File: config.mk
export PLATFORM = sky130hd
export DESIGN_NAME = sstf_disk_scheduler
export DESIGN_NICKNAME = d
export VERILOG_FILES = /design/src/hw/rtl/sds_pkg.sv /design/src/hw/rtl/sds_ctrl.sv /design/src/hw/rtl/sds_datapath.sv /design/src/hw/rtl/sstf_disk_scheduler.sv
export SDC_FILE = /design/constraint.sdc
export NUM_CORES = 1
export LEC_CHECK = 0
export BUFFER_PORTS_ARGS = -buffer_cell sky130_fd_sc_hd__buf_4
export CORE_MARGIN = 8
export CORE_UTILIZATION = 40
export CTS_BUF_LIST = sky130_fd_sc_hd__clkbuf_16
export CTS_CLUSTER_DIAMETER = 150
export CTS_CLUSTER_SIZE = 8
export DETAILED_ROUTE_END_ITERATION = 10
export SLEW_MARGIN = 15
export SYNTH_ARGS = -nofsm -noshare
export SYNTH_HDL_FRONTEND = slang
export SYNTH_SLANG_ARGS = --single-unit
File: constraint.sdc
create_clock -name clk -period 10.5 [get_ports clk]
set_input_delay 0.525 -clock clk [delete_from_list [all_inputs] [get_ports clk]]
set_output_delay 0.525 -clock clk [all_outputs]
set_load 0.1 [all_outputs]
File: src/hw/rtl/sds_pkg.sv
// Shared constants, field widths and control/status types for the SSTF disk scheduler.
// Used by sds_ctrl, sds_datapath and sstf_disk_scheduler; depends on nothing.

package sds_pkg;

	localparam int MAX_REQUESTS = 16;
	localparam int CYL_W = 16;
	localparam int TOT_W = 20;
	localparam int CNT_W = $clog2(MAX_REQUESTS + 1);
	localparam int IDX_W = (MAX_REQUESTS > 1) ? $clog2(MAX_REQUESTS) : 1;
	localparam int KIND_W = 2;
	localparam int FLAG_W = 2;
	localparam int OUT_DATA_W = ((2 * CYL_W + TOT_W + 7) / 8) * 8;

	localparam logic [KIND_W-1:0] KIND_LOAD = 2'd0;
	localparam logic [KIND_W-1:0] KIND_RUN = 2'd1;
	localparam logic [KIND_W-1:0] KIND_CLEAR = 2'd2;

	typedef struct packed {
		logic load_req;
		logic clear_set;
		logic start_run;
		logic scan_step;
		logic emit;
		logic emit_empty;
	} sds_cmd_t;

	typedef struct packed {
		logic count_zero;
		logic scan_last;
		logic step_last;
		logic out_free;
	} sds_sts_t;

endpackage

File: src/hw/rtl/sds_ctrl.sv
// Controller state machine of the SSTF disk scheduler.
// Depends on sds_pkg; drives the command struct of sds_datapath from its status struct.

module sds_ctrl (
	input  logic                         clk,
	input  logic                         arst_n,
	input  logic                         in_valid,
	input  logic [sds_pkg::KIND_W-1:0]   in_kind,
	output logic                         in_ready,
	input  sds_pkg::sds_sts_t            sts,
	output sds_pkg::sds_cmd_t            cmd
);
	import sds_pkg::*;

	typedef enum logic [3:0] {
		ST_IDLE  = 4'b0001,
		ST_SCAN  = 4'b0010,
		ST_EMIT  = 4'b0100,
		ST_EMPTY = 4'b1000
	} state_t;

	state_t state_q;
	state_t state_d;
	logic   accept;

	assign in_ready = (state_q == ST_IDLE);
	assign accept = in_valid && in_ready;

	always_comb begin
		state_d = state_q;
		cmd = '0;
		unique case (state_q)
			ST_IDLE: begin
				if (accept) begin
					unique case (in_kind)
						KIND_LOAD: cmd.load_req = 1'b1;
						KIND_CLEAR: cmd.clear_set = 1'b1;
						KIND_RUN: begin
							cmd.start_run = 1'b1;
							state_d = sts.count_zero ? ST_EMPTY : ST_SCAN;
						end
						default: ;
					endcase
				end
			end
			ST_SCAN: begin
				cmd.scan_step = 1'b1;
				if (sts.scan_last) begin
					state_d = ST_EMIT;
				end
			end
			ST_EMIT: begin
				if (sts.out_free) begin
					cmd.emit = 1'b1;
					state_d = sts.step_last ? ST_IDLE : ST_SCAN;
				end
			end
			ST_EMPTY: begin
				if (sts.out_free) begin
					cmd.emit_empty = 1'b1;
					state_d = ST_IDLE;
				end
			end
			default: state_d = ST_IDLE;
		endcase
	end

	always_ff @(posedge clk or negedge arst_n) begin
		if (!arst_n) begin
			state_q <= ST_IDLE;
		end else begin
			state_q <= state_d;
		end
	end

	assert property (@(posedge clk) disable iff (!arst_n)
		(cmd.emit || cmd.emit_empty) |-> sts.out_free)
		else $error("Result issued while the output register is occupied.");

	assert property (@(posedge clk) disable iff (!arst_n)
		(state_q == ST_SCAN && sts.scan_last) |=> (state_q == ST_EMIT))
		else $error("Finished scan did not move to the emit state.");

	assert property (@(posedge clk) disable iff (!arst_n)
		(state_q == ST_EMIT && sts.out_free && !sts.step_last) |=> (state_q == ST_SCAN))
		else $error("Run ended before all loaded requests were served.");

endmodule

File: src/hw/rtl/sds_datapath.sv
// Datapath of the SSTF disk scheduler: request store, served marks, nearest-request scan
// and the output register. Depends on sds_pkg; commanded by sds_ctrl.

module sds_datapath (
	input  logic                            clk,
	input  logic                            arst_n,
	input  logic [sds_pkg::CYL_W-1:0]       in_cyl,
	input  sds_pkg::sds_cmd_t               cmd,
	output sds_pkg::sds_sts_t               sts,
	input  logic                            out_ready,
	output logic                            out_valid,
	output logic [sds_pkg::CYL_W-1:0]       out_cyl,
	output logic [sds_pkg::CYL_W-1:0]       out_dist,
	output logic [sds_pkg::TOT_W-1:0]       out_total,
	output logic                            out_last,
	output logic                            out_empty,
	output logic                            out_overflow
);
	import sds_pkg::*;

	logic [CYL_W-1:0]        store_q [MAX_REQUESTS];
	logic [MAX_REQUESTS-1:0] served_q;
	logic [CNT_W-1:0]        count_q;
	logic [CNT_W-1:0]        steps_q;
	logic [IDX_W-1:0]        scan_idx_q;
	logic [IDX_W-1:0]        best_idx_q;
	logic [CYL_W-1:0]        best_cyl_q;
	logic [CYL_W-1:0]        best_dist_q;
	logic                    found_q;
	logic [CYL_W-1:0]        head_q;
	logic [TOT_W-1:0]        total_q;
	logic                    dropped_q;
	logic                    out_valid_q;

	logic [CYL_W-1:0] cand_cyl;
	logic [CYL_W-1:0] cand_dist;
	logic             take;
	logic [TOT_W-1:0] total_next;

	assign cand_cyl = store_q[scan_idx_q];
	assign cand_dist = (cand_cyl >= head_q) ? (cand_cyl - head_q) : (head_q - cand_cyl);
	assign take = !served_q[scan_idx_q] && (!found_q || (cand_dist < best_dist_q));
	assign total_next = total_q + TOT_W'(best_dist_q);

	assign sts.count_zero = (count_q == '0);
	assign sts.scan_last = ((CNT_W'(scan_idx_q) + CNT_W'(1)) == count_q);
	assign sts.step_last = ((steps_q + CNT_W'(1)) == count_q);
	assign sts.out_free = !out_valid_q || out_ready;

	always_ff @(posedge clk) begin
		if (cmd.load_req && (count_q < CNT_W'(MAX_REQUESTS))) begin
			store_q[count_q[IDX_W-1:0]] <= in_cyl;
		end
	end

	always_ff @(posedge clk or negedge arst_n) begin
		if (!arst_n) begin
			served_q <= '0;
			count_q <= '0;
			steps_q <= '0;
			scan_idx_q <= '0;
			found_q <= 1'b0;
			head_q <= '0;
			total_q <= '0;
			dropped_q <= 1'b0;
		end else begin
			if (cmd.load_req) begin
				if (count_q < CNT_W'(MAX_REQUESTS)) begin
					count_q <= count_q + CNT_W'(1);
				end else begin
					dropped_q <= 1'b1;
				end
			end
			if (cmd.clear_set) begin
				count_q <= '0;
				served_q <= '0;
				dropped_q <= 1'b0;
			end
			if (cmd.start_run) begin
				served_q <= '0;
				head_q <= in_cyl;
				total_q <= '0;
				steps_q <= '0;
				scan_idx_q <= '0;
				found_q <= 1'b0;
			end
			if (cmd.scan_step) begin
				scan_idx_q <= scan_idx_q + IDX_W'(1);
				if (take) begin
					found_q <= 1'b1;
				end
			end
			if (cmd.emit) begin
				served_q[best_idx_q] <= 1'b1;
				head_q <= best_cyl_q;
				total_q <= total_next;
				steps_q <= steps_q + CNT_W'(1);
				scan_idx_q <= '0;
				found_q <= 1'b0;
			end
		end
	end

	always_ff @(posedge clk) begin
		if (cmd.scan_step && take) begin
			best_idx_q <= scan_idx_q;
			best_cyl_q <= cand_cyl;
			best_dist_q <= cand_dist;
		end
	end

	always_ff @(posedge clk or negedge arst_n) begin
		if (!arst_n) begin
			out_valid_q <= 1'b0;
		end else if (cmd.emit || cmd.emit_empty) begin
			out_valid_q <= 1'b1;
		end else if (out_ready) begin
			out_valid_q <= 1'b0;
		end
	end

	always_ff @(posedge clk) begin
		if (cmd.emit) begin
			out_cyl <= best_cyl_q;
			out_dist <= best_dist_q;
			out_total <= total_next;
			out_last <= sts.step_last;
			out_empty <= 1'b0;
			out_overflow <= dropped_q;
		end else if (cmd.emit_empty) begin
			out_cyl <= '0;
			out_dist <= '0;
			out_total <= '0;
			out_last <= 1'b1;
			out_empty <= 1'b1;
			out_overflow <= dropped_q;
		end
	end

	assign out_valid = out_valid_q;

	assert property (@(posedge clk) disable iff (!arst_n)
		count_q <= CNT_W'(MAX_REQUESTS))
		else $error("Request count exceeds the store depth.");

	assert property (@(posedge clk) disable iff (!arst_n)
		cmd.emit |-> (found_q && !served_q[best_idx_q]))
		else $error("Emitted request was not found or already served.");

	assert property (@(posedge clk) disable iff (!arst_n)
		(out_valid && out_empty) |-> (out_last && out_total == '0 && out_dist == '0))
		else $error("Empty-run word carries nonzero data.");

endmodule

File: src/hw/rtl/sstf_disk_scheduler.sv
// Top level of the shortest-seek-time-first disk scheduler.
// Depends on sds_pkg; instantiates sds_ctrl and sds_datapath.
//
// Input words on the s_ channel carry a kind in s_tuser and a cylinder in s_tdata. A load
// word stores a request (dropped and flagged as overflow once the store is full), a clear
// word empties the set, and a run word gives the starting head position. A run over n
// loaded requests emits n output words, nearest first with ties going to the earliest
// load, the final one marked by m_tlast; a run over an empty set emits one word with the
// empty flag set. Each output word is found by a scan over all loaded requests in the
// store, then written to the output register. Only one word is worked on at a time:
// s_tready is high only while the controller is idle, which it may be while the last
// result still waits in the output register. A stall on m_tready holds the result, and
// the run waits before writing its next output word until the result is taken.
// Reset empties the set, clears the overflow flag, puts the head at zero and drops any
// result not yet taken.

module sstf_disk_scheduler (
	input  logic                                clk,
	input  logic                                arst_n,
	input  logic                                s_tvalid,
	output logic                                s_tready,
	input  logic [sds_pkg::CYL_W-1:0]           s_tdata,  // [15:0] cylinder
	input  logic [sds_pkg::KIND_W-1:0]          s_tuser,  // [1:0] kind
	output logic                                m_tvalid,
	input  logic                                m_tready,
	// [15:0] served_cylinder, [31:16] seek_distance, [51:32] total_seek, [55:52] zero
	output logic [sds_pkg::OUT_DATA_W-1:0]      m_tdata,
	output logic                                m_tlast,
	output logic [sds_pkg::FLAG_W-1:0]          m_tuser   // [0] empty_res, [1] overflow
);
	import sds_pkg::*;

	sds_cmd_t         cmd;
	sds_sts_t         sts;
	logic [CYL_W-1:0] out_cyl;
	logic [CYL_W-1:0] out_dist;
	logic [TOT_W-1:0] out_total;
	logic             out_empty;
	logic             out_overflow;

	sds_ctrl u_ctrl (
		.clk      (clk),
		.arst_n   (arst_n),
		.in_valid (s_tvalid),
		.in_kind  (s_tuser),
		.in_ready (s_tready),
		.sts      (sts),
		.cmd      (cmd)
	);

	sds_datapath u_datapath (
		.clk          (clk),
		.arst_n       (arst_n),
		.in_cyl       (s_tdata),
		.cmd          (cmd),
		.sts          (sts),
		.out_ready    (m_tready),
		.out_valid    (m_tvalid),
		.out_cyl      (out_cyl),
		.out_dist     (out_dist),
		.out_total    (out_total),
		.out_last     (m_tlast),
		.out_empty    (out_empty),
		.out_overflow (out_overflow)
	);

	assign m_tdata = OUT_DATA_W'({out_total, out_dist, out_cyl});
	assign m_tuser = {out_overflow, out_empty};

endmodule

Yosys cells after proc, flatten, opt, wreduce, memory -nomap -nowiden
Memories as Yosys holds them, arrays and structs flattened.
Index checks and enable logic that the tools add are counted.
W data, S select, Z words.
{"block": "classes", "bitwise_logic": 1, "n_reduce_logical": 22, "mux": 57, "eq_ne": 14, "n_addsub": 7, "n_lt_le_gt_ge": 6}
{"operator": "$mux W16", "n": 9}
{"operator": "$mux W20", "n": 4}
{"operator": "$mux W4", "n": 9}
{"operator": "$sub A16 B16 Y16", "n": 2}
{"operator": "$mux W5", "n": 5}
{"operator": "$mux W1", "n": 24}
{"operator": "$add A20 B16 Y20", "n": 1}
{"operator": "$ge A16 B16 Y1", "n": 1}
{"operator": "$lt A16 B16 Y1", "n": 1}
{"operator": "$or A16 B16 Y16", "n": 1}
{"operator": "$pmux W4 S4", "n": 1}
{"operator": "$ne A2 B2 Y1 const B", "n": 6}
{"operator": "$add A5 B1 Y5 const B", "n": 2}
{"operator": "$eq A5 B5 Y1", "n": 2}
{"operator": "$lt A4 B5 Y1 const B", "n": 2}
{"operator": "$reduce_bool A2 Y1", "n": 5}
{"operator": "$mux W3", "n": 2}
{"operator": "$add A4 B1 Y5 const B", "n": 1}
{"operator": "$logic_and A1 B1 Y1", "n": 5}
{"operator": "$logic_not A5 Y1", "n": 1}
{"operator": "$lt A5 B5 Y1 const B", "n": 1}
{"operator": "$reduce_and A5 Y1", "n": 1}
{"operator": "$add A4 B1 Y4 const B", "n": 1}
{"operator": "$bmux W1 S4", "n": 1}
{"operator": "other kinds (14)", "n": 19}
{"block": "totals", "regBits": 164, "input_bits": 22, "out_inout_bits": 61, "elab_cells": 127, "mem_count": 1, "mem_bits_rw": 256}
{"name": "u_datapath.store_q", "depth": 16, "width": 16, "rd": 1, "rd_ports_with_merged_regs": 0, "wr": 1, "line": "sds_datapath.sv:21", "rtl": "logic [CYL_W-1:0] store_q [MAX_REQUESTS];"}

Depth between registers and ports, before layout
Gate-level depths: netlist of the first run.
An unclocked memory read counts as a cell.
{"block": "logic_depth", "word_depth": 9, "mapped_depth": 26, "ltp_nobuf": 22}

Hierarchy
Synthesis of the first run repeated with hierarchy kept, for this count alone.
{"block": "unflattened", "cells_unflattened": 1224, "hier_area_um2": 18890.6}
{"mod": "sds_datapath", "cells_each": 1186, "seq_area_each_um2": 12136.6, "area_each_um2": 18542.8, "n_inst": 1}
{"mod": "sds_ctrl", "cells_each": 31, "seq_area_each_um2": 101.3, "area_each_um2": 299.0, "n_inst": 1}
{"mod": "sstf_disk_scheduler", "cells_each": 7, "seq_area_each_um2": 0.0, "area_each_um2": 48.8, "n_inst": 1}

Worst setup path after synthesis of the first run
No wires, ideal clock.
{"block": "synth_path", "path_kind": "register to register", "from": "register u_datapath.scan_idx_q[0]", "to": "register u_datapath.best_cyl_q[0], enable pin", "path_stages_with_launch": 24, "required_ns": 10.016, "setup_slack_ns": 2.419, "arrival_ns": 7.597, "period_less_slack_ns": 8.081, "setup_time_ns": 0.484, "n_path_buf": 4, "cell_sequence": "dfrtp_1 -> buf_2 -> buf_2 -> buf_2 -> mux4_2 -> a22oi_1 -> and2_1 -> inv_1 -> fa_1 -> a211oi_2 -> nor2_1 -> nor2_1 -> o21ai_2 -> a311oi_4 -> buf_8 -> mux2_1 -> ha_1 -> a21boi_0 -> o21a_1 -> o21ai_0 -> nand2_1 -> o2111ai_1 -> a21oi_1 -> a211oi_1"}
{"block": "synth_between", "elab_chain_len": 7, "elab_cells_between_ends": 12, "cone_classes": "add/sub (2); order compare (2); mux (3); reduce/logical (4); memory (1)"}
{"item": "start: declaration", "line": "sds_datapath.sv:25", "rtl": "logic [IDX_W-1:0] scan_idx_q;"}
{"item": "start signal: assignment", "line": "sds_datapath.sv:88", "rtl": "scan_idx_q <= scan_idx_q + IDX_W'(1);"}
{"item": "$mem_v2 Z16 W16 (*)"}
{"item": "via u_datapath.cand_cyl[1]", "line": "sds_datapath.sv:35", "rtl": "logic [CYL_W-1:0] cand_cyl;"}
{"item": "$sub A16 B16 Y16 or $ge A16 B16 Y1 (tied branches)", "line": "sds_datapath.sv:41", "rtl": "assign cand_dist = (cand_cyl >= head_q) ? (cand_cyl - head_q) : (head_q - cand_cyl);"}
{"item": "$mux W16 (*)", "line": "sds_datapath.sv:41"}
{"item": "via u_datapath.cand_dist[1]", "line": "sds_datapath.sv:36", "rtl": "logic [CYL_W-1:0] cand_dist;"}
{"item": "$lt A16 B16 Y1 (*)", "line": "sds_datapath.sv:42", "rtl": "assign take = !served_q[scan_idx_q] && (!found_q || (cand_dist < best_dist_q));"}
{"item": "$logic_or A1 B1 Y1 (*)", "line": "sds_datapath.sv:42"}
{"item": "$logic_and A1 B1 Y1 (*)", "line": "sds_datapath.sv:42"}
{"item": "$logic_and A1 B1 Y1 (*)", "line": "sds_datapath.sv:105", "rtl": "if (cmd.scan_step && take) begin"}
{"item": "end signal: assignment", "line": "sds_datapath.sv:107", "rtl": "best_cyl_q <= cand_cyl;"}
{"item": "end: declaration", "line": "sds_datapath.sv:27", "rtl": "logic [CYL_W-1:0] best_cyl_q;"}
Mark *: on every way through the listed nets, which the timed path passes. The rest lies on a longest branch. The select of a mux whose other input is x is not followed.
A chain may end at the register's enable or synchronous reset.

Worst setup path after layout of the first run
{"block": "layout_path", "from": "register u_datapath.scan_idx_q[0]", "to": "register u_datapath.best_dist_q[10], enable pin"}
{"block": "layout_between", "elab_chain_len": 7, "elab_cells_between_ends": 12, "cone_classes": "add/sub (2); order compare (2); mux (3); reduce/logical (4); memory (1)"}
{"item": "$mem_v2 Z16 W16 (*)"}
{"item": "$sub A16 B16 Y16 or $ge A16 B16 Y1 (tied branches)", "line": "sds_datapath.sv:41"}
{"item": "$mux W16 (*)", "line": "sds_datapath.sv:41"}
{"item": "via u_datapath.cand_dist[13]", "line": "sds_datapath.sv:36"}
{"item": "$lt A16 B16 Y1 (*)", "line": "sds_datapath.sv:42"}
{"item": "$logic_or A1 B1 Y1 (*)", "line": "sds_datapath.sv:42"}
{"item": "$logic_and A1 B1 Y1 (*)", "line": "sds_datapath.sv:42"}
{"item": "$logic_and A1 B1 Y1 (*)", "line": "sds_datapath.sv:105"}
{"item": "end signal: assignment", "line": "sds_datapath.sv:108", "rtl": "best_dist_q <= cand_dist;"}
{"item": "end: declaration", "line": "sds_datapath.sv:28", "rtl": "logic [CYL_W-1:0] best_dist_q;"}
Marked as above.

==> results of run 1 <==
[critical path: cells and delay by family (launching register included)]
kind,cells,cell delay [ns]
adder cells (fa/ha/maj),2,0.62
AO/OA/AOI/OAI,12,2.41
buffers and inverters,3,1.52
multiplexers,2,0.66
XOR/XNOR,1,0.17
flip-flops,1,0.81
AND/OR/NAND/NOR,2,0.31
[power groups by stage]
stage	logic (µW)	registers (µW)	clock network, µW
floorplan	1440	2050	0
global placement	1840	2060	0
detailed placement	1860	2060	0
CTS	1870	2030	1760
global route	2060	2040	1830
finish	1860	2030	1720
[sequential cells by signal, summed over array words and instances (netlist names), 5 cells and up]
name / flops
u_datapath.out_total: 20
u_datapath.count_q: 5
u_datapath.store_q: 256
u_datapath.steps_q: 5
u_datapath.out_dist: 16
u_datapath.out_cyl: 16
u_datapath.best_dist_q: 16
u_datapath.best_cyl_q: 16
u_datapath.served_q: 16
u_datapath.total_q: 20
u_datapath.head_q: 16
[synthesized netlist by cell type (10+ instances only)]
cell,instances
a21o_1,29
a21oi_1,55
a221oi_1,17
a22oi_1,17
and2_1,29
and3_1,23
buf_2,15
clkbuf_1,42
dfrtp_1,72
edfxtp_1,346
ha_1,68
inv_1,69
mux2_2,10
mux2i_1,86
mux4_2,37
nand2_1,73
nand3_1,10
nor2_1,79
nor3_1,13
o21ai_0,67
o21bai_1,25
xnor2_1,22
xor2_1,20
[cell usage in the layout (no fill, tap or decap), types with 17 or more instances in the layout]
cell	netlist	routed
a21oi_1	55	55
buf_4	8	110
a21o_1	29	29
a221oi_1	17	17
dfrtp_1	72	71
a22oi_1	17	17
and2_1	29	29
ha_1	68	68
nor2_1	79	75
and3_1	23	23
o21bai_1	25	25
mux2i_1	86	86
inv_1	69	117
mux4_2	37	37
xor2_1	20	20
o21ai_0	67	67
nand2_1	73	73
edfxtp_1	346	346
clkbuf_16	0	58
xnor2_1	22	22
[worst max-delay path by stage]
stage,start,end,slack (ns),cells after the start
floorplan,u_datapath.scan_idx_q[0],u_datapath.best_cyl_q[0],2.42,23
global placement,u_datapath.scan_idx_q[0],u_datapath.best_cyl_q[10],3.56,22
detailed placement,u_datapath.scan_idx_q[0],u_datapath.best_cyl_q[15],3.49,22
CTS,u_datapath.scan_idx_q[0],u_datapath.best_dist_q[10],3.41,22
global route,u_datapath.scan_idx_q[0],u_datapath.best_dist_q[0],3.00,22
finish,u_datapath.scan_idx_q[0],u_datapath.best_dist_q[10],3.55,22
[through the flow]
step / util / hold WS (ns) / setup WS, ns
final: 0.467 / 0.103 / 3.55
after global routing: 0.467 / 0.0988 / 3.00
after CTS: 0.467 / 0.0893 / 3.41
after detailed placement: 0.431 / 0.461 / 3.49
after global placement: 0.431 / 0.451 / 3.56
after floorplan: - / 0.229 / 2.42
[logic make-up (layout without fill, tap and decap cells)]
group / Yosys count / after routing / share of synthesized area
and+or+nand+nor: 267 / 267 / 0.0680
AOI/OAI and AO/OA: 286 / 286 / 0.100
adders and majority gates: 71 / 71 / 0.0475
other: 1 / 4 / 0.000196
DFF: 420 / 420 / 0.639
xor gates and xnor gates: 42 / 42 / 0.0192
buffers and inverters: 139 / 289 / 0.0308
muxes: 135 / 135 / 0.0955
[layer usage]
metal | share of wire | vias up | global-route usage
met5 | 0.00062 | - | 0
met4 | 0.024 | 4 | 0.0468
met3 | 0.056 | 86 | 0.0337
met2 | 0.47 | 337 | 0.266
met1 | 0.44 | 5731 | 0.215
li1 | - | 5353 | -
[layout make-up]
| type | count | area share |
|---|---|---|
| Inverter | 69 | 0.0117 |
| Clock buffer | 58 | 0.0653 |
| Timing Repair Buffer | 110 | 0.0372 |
| Sequential cell | 420 | 0.551 |
| Tap cell | 615 | 0.0346 |
| Multi-Input combinational cell | 805 | 0.288 |
| Clock inverter | 52 | 0.0126 |
==> impl_metrics.yaml, run 1 <==
global_routing:
  grt_pass1_wl_mm: 70.2
  antenna_found_initial: 3
  grt_max_degree: 74
  overflow: 0
  gr-usage-all-layers: 0.162
  grt_pass1_vias: 11800
clocking:
  cts_tree: "done"
  clk_path_buf_depth: 3
  clk_pin_slew_ns: 0.05
  clk_latency_ns: 0.62
  post-cts-setup-buffers: 0
  cts_root_buf: "clkbuf_16"
  cts_hold_buf: 0
  cts_resized: 0
  clock_sinks: 420
  numCtsBuffers: 58
  cts-htree-levels: 2
yosys:
  synth_area_per_cell_um2: 14.1
  ys_top_cells_by_area: "edfxtp_1, dfrtp_1, mux2i_1"
  synth_edf_count: 346
  ys_types: 73
  synth_area_um2: 19200
  yosys.area.top_type_share: 0.542
  yosys_most_used_dff: "edfxtp_1"
  ys_seq_area_frac: 0.639
  synth_top_cell_by_area: "edfxtp_1"
  ys_ff_latch: 420
  async_flop_share: 0.174
  yosysWarningCount: 0
  synthCells: 1361
worst_setup_path:
  cp_cell_sequence: "buf_4, mux2_2, o21ai_0, a21oi_1, a22oi_1, and2_1, ha_1, a211oi_2, nor2_1, o41ai_4, o21ai_2, a311oi_4, buf_4, mux2i_1, xnor2_1, ha_1, a21o_1, a21o_1, a21oi_1, o21ai_0, a211oi_4, buf_4"
  startpoint_type: "flip-flop"
  critPathMaxStageDelay_ns: 0.81
  ff2ff_path_depth: 22
  critPathKind: "reg -> reg"
  rrSetupSlack_ns: 3.55
  path_common_cell: "buf_4"
  worstPathMaxFanout: 48
  worstSetupEndpointType: "flip-flop"
  r2r-end: "u_datapath.best_dist_q[10]"
  cp_slowest_cell: "dfrtp_4"
  rr_startpoint: "u_datapath.scan_idx_q[0]"
  required_ns: 10.73
  crit_arrival_ns: 7.18
final_layout:
  synthToLayoutAreaGrowth_pct: 16.0
  fin_area_um2: 22200
  ff_latch_area_um2: 12200
  nets: 1557
  antenna_cells: 0
  final-instance-count-excl-fill: 2129
  multi_input_area_um2: 6400
  drive_gt1_frac: 0.159
  final.fill_count: 4206
power_and_ir_drop:
  p_leak_uw: 0.00840
  switching_share: 0.335
  p_int_uw: 3730
  switchingPower_uw: 1880
  p_per_area_nw_per_um2: 253
  clock_power_share: 0.307
  ir_worst_vdd_v: 0.000126
  combPwrFrac: 0.332
  sequentialPowerShare: 0.362
  power_uw: 5610
routing:
  via_count: 11500
  wl_per_cell_um: 21.3
  drc: 0
  viasPerCell: 5.41
  drtPass1Iterations: 5
  first_iter_violations: 939
  ant_nets: 0
  totalWireLength_mm: 45.4
die:
  core_region_area_um2: 47500
  io_pins: 83
  die_y_um: 235
  start_util: 0.403
  rows: 80
  die_x_um: 235
  fp.dieArea_um2: 55200
sta:
  maxSlewHeadroom: 0.320
  finalCriticalPeriod_ns: 6.95
  max_freq_mhz: 144
  tightestPinTransition_ns: 1.02
  period_share: 0.662
  setup_viol: 0
  hold_viol_final: 0
  fin_tns_setup_ns: 0
  rsz0062_at_grt: "no"
  drv_slew: 0
  clock_skew_ns: 0.0448
placed_design:
  hpwlAfterDp_mm: 28.3
  gp_congestion: 0.896
  port_buffers: 78
  placed_cell_area_um2: 20500
  dp_cells: 2019
min_path:
  hp-class: "in -> async"
job:
  max-cap-violations: 0
outcome:
  status: "finished, final reports clean"
No activity file was read; power rests on OpenSTA's default activity.
==> run 2: changes to the inputs <==
--- a/config.mk
+++ b/config.mk
@@ -5,6 +5,7 @@
 export SDC_FILE = /design/constraint.sdc
 export NUM_CORES = 1
 export LEC_CHECK = 0
+export ABC_AREA = 1
 export BUFFER_PORTS_ARGS = -buffer_cell sky130_fd_sc_hd__buf_4
 export CORE_MARGIN = 8
 export CORE_UTILIZATION = 40
==> constraint.sdc (replaced) <==
create_clock -name clk -period 6.91 [get_ports clk]
set_input_delay 0.3455 -clock clk [delete_from_list [all_inputs] [get_ports clk]]
set_output_delay 0.3455 -clock clk [all_outputs]
set_load 0.1 [all_outputs]
==> run 2 against run 1 <==
Net effect:
- global-route usage is 2.1 points higher
- final area increased by 5.2%
- clock-buffer cell count unchanged
- total power is 120% higher
- largest cell class unchanged
- critical path type unchanged
==> impl_metrics.yaml, run 2 <==
sta:
  max_freq_mhz: 189
  hold_viol_final: 0
  finalCriticalPeriod_ns: 5.29
  setup_viol: 0
  clock_skew_ns: 0.0627
  period_share: 0.765
  tightestPinTransition_ns: 0.987
  fin_tns_setup_ns: 0
  rsz0062_at_grt: "no"
  maxSlewHeadroom: 0.341
  drv_slew: 0
routing:
  ant_nets: 0
  first_iter_violations: 1530
  drc: 0
  totalWireLength_mm: 55.2
  via_count: 15100
  wl_per_cell_um: 19.0
  viasPerCell: 5.20
  drtPass1Iterations: 5
die:
  rows: 82
  start_util: 0.406
  core_region_area_um2: 50200
  fp.dieArea_um2: 58400
  io_pins: 83
  die_x_um: 242
  die_y_um: 242
worst_setup_path:
  crit_arrival_ns: 5.54
  crit_start: "u_datapath.scan_idx_q[1]"
  rrSetupSlack_ns: 1.62
  endpoint: "u_datapath.best_cyl_q[3]"
  cp_slowest_cell: "fa_1"
  critPathKind: "reg -> reg"
  startpoint_type: "flip-flop"
  rr_startpoint: "u_datapath.scan_idx_q[1]"
  path_common_cell: "nand2_1"
  r2r-end: "u_datapath.best_cyl_q[3]"
  ff2ff_path_depth: 33
  critPathMaxStageDelay_ns: 0.45
  worstPathMaxFanout: 29
  required_ns: 7.16
  worstSetupEndpointType: "flip-flop"
yosys:
  synth_most_common_cell: "nand2_1"
  synth_area_um2: 20400
  async_flop_share: 0.174
  synthMuxAreaShare: 0
  ys_top_cells_by_area: "edfxtp_1, nand2_1, dfrtp_1"
  yosys_most_used_dff: "edfxtp_1"
  synth_edf_count: 346
  synth_top_family_by_area: "simple AND/OR/NAND/NOR gates"
  synthCells: 2098
  synth-xor-area-share: 0.00817
  yosysWarningCount: 0
  synth_top_cell_by_area: "edfxtp_1"
  ys_types: 53
  ys_seq_area_frac: 0.601
  synth_simple_gate_area_frac: 0.204
  synth_area_per_cell_um2: 9.70
  synthAdderAreaFrac: 0.0447
  ys_ff_latch: 420
  synth_compound_area_frac: 0.0753
  yosys.area.top_type_share: 0.510
  synthTopCellsByCount: "nand2_1, edfxtp_1, inv_1"
power_and_ir_drop:
  p_int_uw: 6680
  sequentialPowerShare: 0.274
  clock_power_share: 0.210
  combPwrFrac: 0.517
  ir_worst_vdd_v: 0.000246
  p_per_area_nw_per_um2: 531
  power_uw: 12400
  switchingPower_uw: 5730
  p_leak_uw: 0.00994
  switching_share: 0.461
global_routing:
  grt_max_degree: 156
  antenna_found_initial: 4
  overflow: 0
  grt_pass1_vias: 14500
  grt_pass1_wl_mm: 85.2
  gr-usage-all-layers: 0.183
final_layout:
  ff_latch_area_um2: 12200
  final_common_cell: "nand2_1"
  multi_input_area_um2: 6800
  nets: 2288
  final_cell_mix: "nand2_1, edfxtp_1, inv_1"
  synthToLayoutAreaGrowth_pct: 14.9
  drive_gt1_frac: 0.0940
  final.fill_count: 4691
  largest_register_ffs: 256
  final-instance-count-excl-fill: 2898
clocking:
  cts_tree: "done"
  cts-htree-levels: 2
  clk_pin_slew_ns: 0.05
  clk_path_buf_depth: 3
  clk_latency_ns: 0.64
  clock_sinks: 420
  numCtsBuffers: 58
  cts_root_buf: "clkbuf_16"
  post-cts-setup-buffers: 0
min_path:
  hp-class: "in -> reg"
  hold_depth: 1
placed_design:
  gp_congestion: 0.901
  dp_cells: 2802
  port_buffers: 78
  hpwlAfterDp_mm: 35.5
job:
  max-cap-violations: 0
outcome:
  status: "finished, final reports clean"
[run 2: cell count changes in the layout (fill, tap and decap cells not counted), moves of 26 or more]
cell,change
a21o_1,-26
inv_1,+142
mux2i_1,-86
mux4_2,-37
nand2_1,+473
nand3_1,+126
nor2_1,+144
o21ai_0,+83
[run 2: logic make-up (layout without fill, tap and decap cells)]
kind of cell | count (synthesis) | count (layout)
DFF | 420 | 420
and+or+nand+nor | 991 | 991
adders and majority gates | 71 | 71
other | 1 | 6
buffers and inverters | 322 | 445
xor gates and xnor gates | 19 | 19
AOI/OAI and AO/OA | 274 | 274
[run 2: repair_timing]
item / in CTS / in global routing
hold buffers: 5 / 0
endpoints found under the hold margin: 55 / 0
gates resized for setup: 0 / 0
[run 2: worst min-delay path by stage]
stage                                            end         from  slack (ns)
after CTS                  u_datapath.store_q[9][11]  s_tdata[11]       0.005
after detailed placement        u_datapath.dropped_q       arst_n        0.32
after global placement          u_datapath.dropped_q       arst_n        0.32
after global routing       u_datapath.store_q[14][3]   s_tdata[3]        0.02
final                     u_datapath.store_q[12][15]  s_tdata[15]        0.05
after floorplan                    u_ctrl.state_q[1]       arst_n        0.05
[run 2: worst max-delay path, delay by kind of cell (launching register included)]
kind            cells  cell delay, ns
compound gates      4            0.42
fa+ha+maj           3            0.93
buf+inv            10            1.49
flops               1            0.42
simple gates       16            1.65
[run 2: power groups by stage]
stage | Sequential, µW | Combinational [µW] | Clock, µW
after global placement | 3430 | 6300 | 0
after CTS | 3390 | 6390 | 2660
after global routing | 3420 | 7190 | 2760
after detailed placement | 3440 | 6350 | 0
final | 3390 | 6420 | 2600
after floorplan | 3580 | 4480 | 0
[run 2: cell type report]
type,instances,share of cell area
Sequential cell,420,0.523
Multi-Input combinational cell,1359,0.291
Clock buffer,58,0.0621
Timing Repair Buffer,117,0.0397
Inverter,239,0.0386
Tap cell,672,0.0359
Clock inverter,31,0.00947
Antenna cell,2,0.000214
[run 2: metal layers]
layer  global-route usage  part of all wire  up-vias
met1                0.252              0.46     7281
met4               0.0457             0.019        4
li1                     -                 -     7195
met3               0.0353             0.062       84
met2                0.295              0.46      494
met5                    0           0.00049        -
[run 2: through the flow]
step / hold WS [ns] / area (µm²) / setup WS (ns) / utilization
after floorplan: 0.0499 / 20400 / 2.19 / -
after global placement: 0.321 / 21700 / 1.64 / 0.432
after detailed placement: 0.322 / 21700 / 1.68 / 0.432
after CTS: 0.00496 / 23400 / 1.63 / 0.466
after global routing: 0.0204 / 23400 / 1.16 / 0.466
final: 0.0460 / 23400 / 1.62 / 0.466
==> run 3: changes to the inputs <==
==> constraint.sdc (replaced) <==
create_clock -name clk -period 4.8 [get_ports clk]
set_input_delay 0.24 -clock clk [delete_from_list [all_inputs] [get_ports clk]]
set_output_delay 0.24 -clock clk [all_outputs]
set_load 0.1 [all_outputs]
==> run 3 against run 2 <==
Net effect:
- sequential share of layout area decreased by 2.3 points
- worst setup slack got worse by 1.3 ns
- largest power group unchanged
- flip-flop and latch count unchanged
- first-iteration DRC count decreased by 24%
- highest routed layer unchanged
- largest cell class unchanged
==> impl_metrics.yaml, run 3 (synthesis gave the netlist of run 2 again) <==
final_layout:
  final.fill_count: 4660
  largest_register_ffs: 256
  final_common_cell: "nand2_1"
  final_cell_mix: "nand2_1, edfxtp_1, inv_1"
  nets: 2372
  fin_area_um2: 24500
  final-instance-count-excl-fill: 2989
  ff_latch_area_um2: 12200
  multi_input_area_um2: 6940
  drive_gt1_frac: 0.135
  synthToLayoutAreaGrowth_pct: 20.3
routing:
  viasPerCell: 5.18
  drc: 0
  wl_per_cell_um: 18.7
  totalWireLength_mm: 55.9
  ant_nets: 0
  via_count: 15500
  drtPass1Iterations: 6
  first_iter_violations: 1158
worst_setup_path:
  endpoint: "u_datapath.best_dist_q[1]"
  rrSetupSlack_ns: 0.30
  path_depth: 28
  required_ns: 5.11
  critPathKind: "reg -> reg"
  rr_startpoint: "u_datapath.scan_idx_q[0]"
  crit_start: "u_datapath.scan_idx_q[0]"
  cp_slowest_cell: "dfrtp_4"
  path_common_cell: "nand2_1"
  crit_arrival_ns: 4.81
  worstSetupEndpointType: "flip-flop"
  worstPathMaxFanout: 21
  critical-path-top-delay-family: "simple AND/OR/NAND/NOR gates"
  r2r-end: "u_datapath.best_dist_q[1]"
  ff2ff_path_depth: 28
  critPathMaxStageDelay_ns: 0.53
  path_buf_inv: 8
  startpoint_type: "flip-flop"
job:
  max-cap-violations: 0
clocking:
  numCtsBuffers: 58
  cts_tree: "done"
  cts_root_buf: "clkbuf_16"
  clock_sinks: 420
  clk_pin_slew_ns: 0.05
  cts-htree-levels: 2
  clk_latency_ns: 0.63
  clk_path_buf_depth: 3
placed_design:
  gp_congestion: 0.909
  placed_cell_area_um2: 22200
  dp_slack_ns: 0.144
  port_buffers: 78
  dp_cells: 2856
  hpwlAfterDp_mm: 36.9
sta:
  finalCriticalPeriod_ns: 4.50
  clock_skew_ns: 0.0314
  tightestPinTransition_ns: 1.10
  maxSlewHeadroom: 0.269
  period_share: 0.938
  drv_slew: 0
  setup_viol: 0
  hold_viol_final: 0
  setup_slack_ns: 0.298
  max_freq_mhz: 222
die:
  core_region_area_um2: 50200
  io_pins: 83
  die_x_um: 242
  fp.dieArea_um2: 58400
  rows: 82
  die_y_um: 242
  start_util: 0.406
global_routing:
  grt_max_degree: 75
  gr-usage-all-layers: 0.182
  grt_util_met1: 0.250
  top_usage_layer: "met2"
  grt_pass1_vias: 15000
  use_met2: 0.291
  overflow: 0
  antenna_found_initial: 2
  grt_pass1_wl_mm: 85.4
  use_met3: 0.0309
power_and_ir_drop:
  power_uw: 19100
  p_per_area_nw_per_um2: 780
  ir_worst_vdd_v: 0.000387
  p_leak_uw: 0.0105
min_path:
  hp-class: "in -> reg"
  hold_start: "s_tuser[1]"
outcome:
  status: "finished, final reports clean"
## run 3: changes by cell type in the layout (fill, tap and decap cells not counted), moves of 13 or more
cell           previous run  this run
dlygate4sd3_1             5        22
nand2_2                   7        20
nand2_1                 546       533
buf_4                   109       156
## run 3: worst min-delay path by stage
stage,cells past startpoint,endpoint
floorplan,0,u_ctrl.state_q[1]
global placement,1,u_datapath.count_q[3]
detailed placement,1,u_datapath.count_q[3]
CTS,4,u_datapath.count_q[0]
global route,1,u_datapath.store_q[12][5]
finish,4,u_datapath.count_q[0]
## run 3: area by class of cell
| type | count | share of cell area |
|---|---|---|
| diodes | 1 | 0.000102 |
| clock buffers | 59 | 0.0603 |
| clock inverters | 38 | 0.00904 |
| inverters | 239 | 0.0377 |
| multi-input cells | 1359 | 0.283 |
| flip-flops and latches | 420 | 0.500 |
| well taps | 672 | 0.0343 |
| repair buffers | 201 | 0.0753 |
## run 3: through the flow
stage	util	hold WS [ns]	TNS, ns
detailed placement	0.442	0.0672	0
global placement	0.442	0.0656	0
CTS	0.480	0.000827	0
floorplan	-	-0.0556	0
finish	0.488	0.0248	0
global route	0.488	0.0160	-0.380
## run 3: where the power goes
part | internal, µW | switching [µW]
logic | 3780 | 6650
clock network | 2240 | 1540
registers | 4620 | 283
## run 3: repair_timing
action	CTS	global route
hold buffers	22	0
hold endpoints to repair	250	0
setup buffers	0	7
endpoints found under the setup margin	0	36
resized for setup	0	62
## run 3: routing by layer
layer	wire, µm	share of wire	vias up
met5	26	0.00047	-
met4	1720	0.031	4
met3	3090	0.055	113
met2	25800	0.46	431
met1	25300	0.45	7557
li1	-	-	7378
## run 3: worst reg2reg max path: cells and delay by family (launching register included)
kind                     cells  cell delay [ns]
buffers and inverters        8             1.06
adder cells (fa/ha/maj)      2             0.65
AO/OA/AOI/OAI                3             0.47
flip-flops                   1             0.53
AND/OR/NAND/NOR             15             1.51
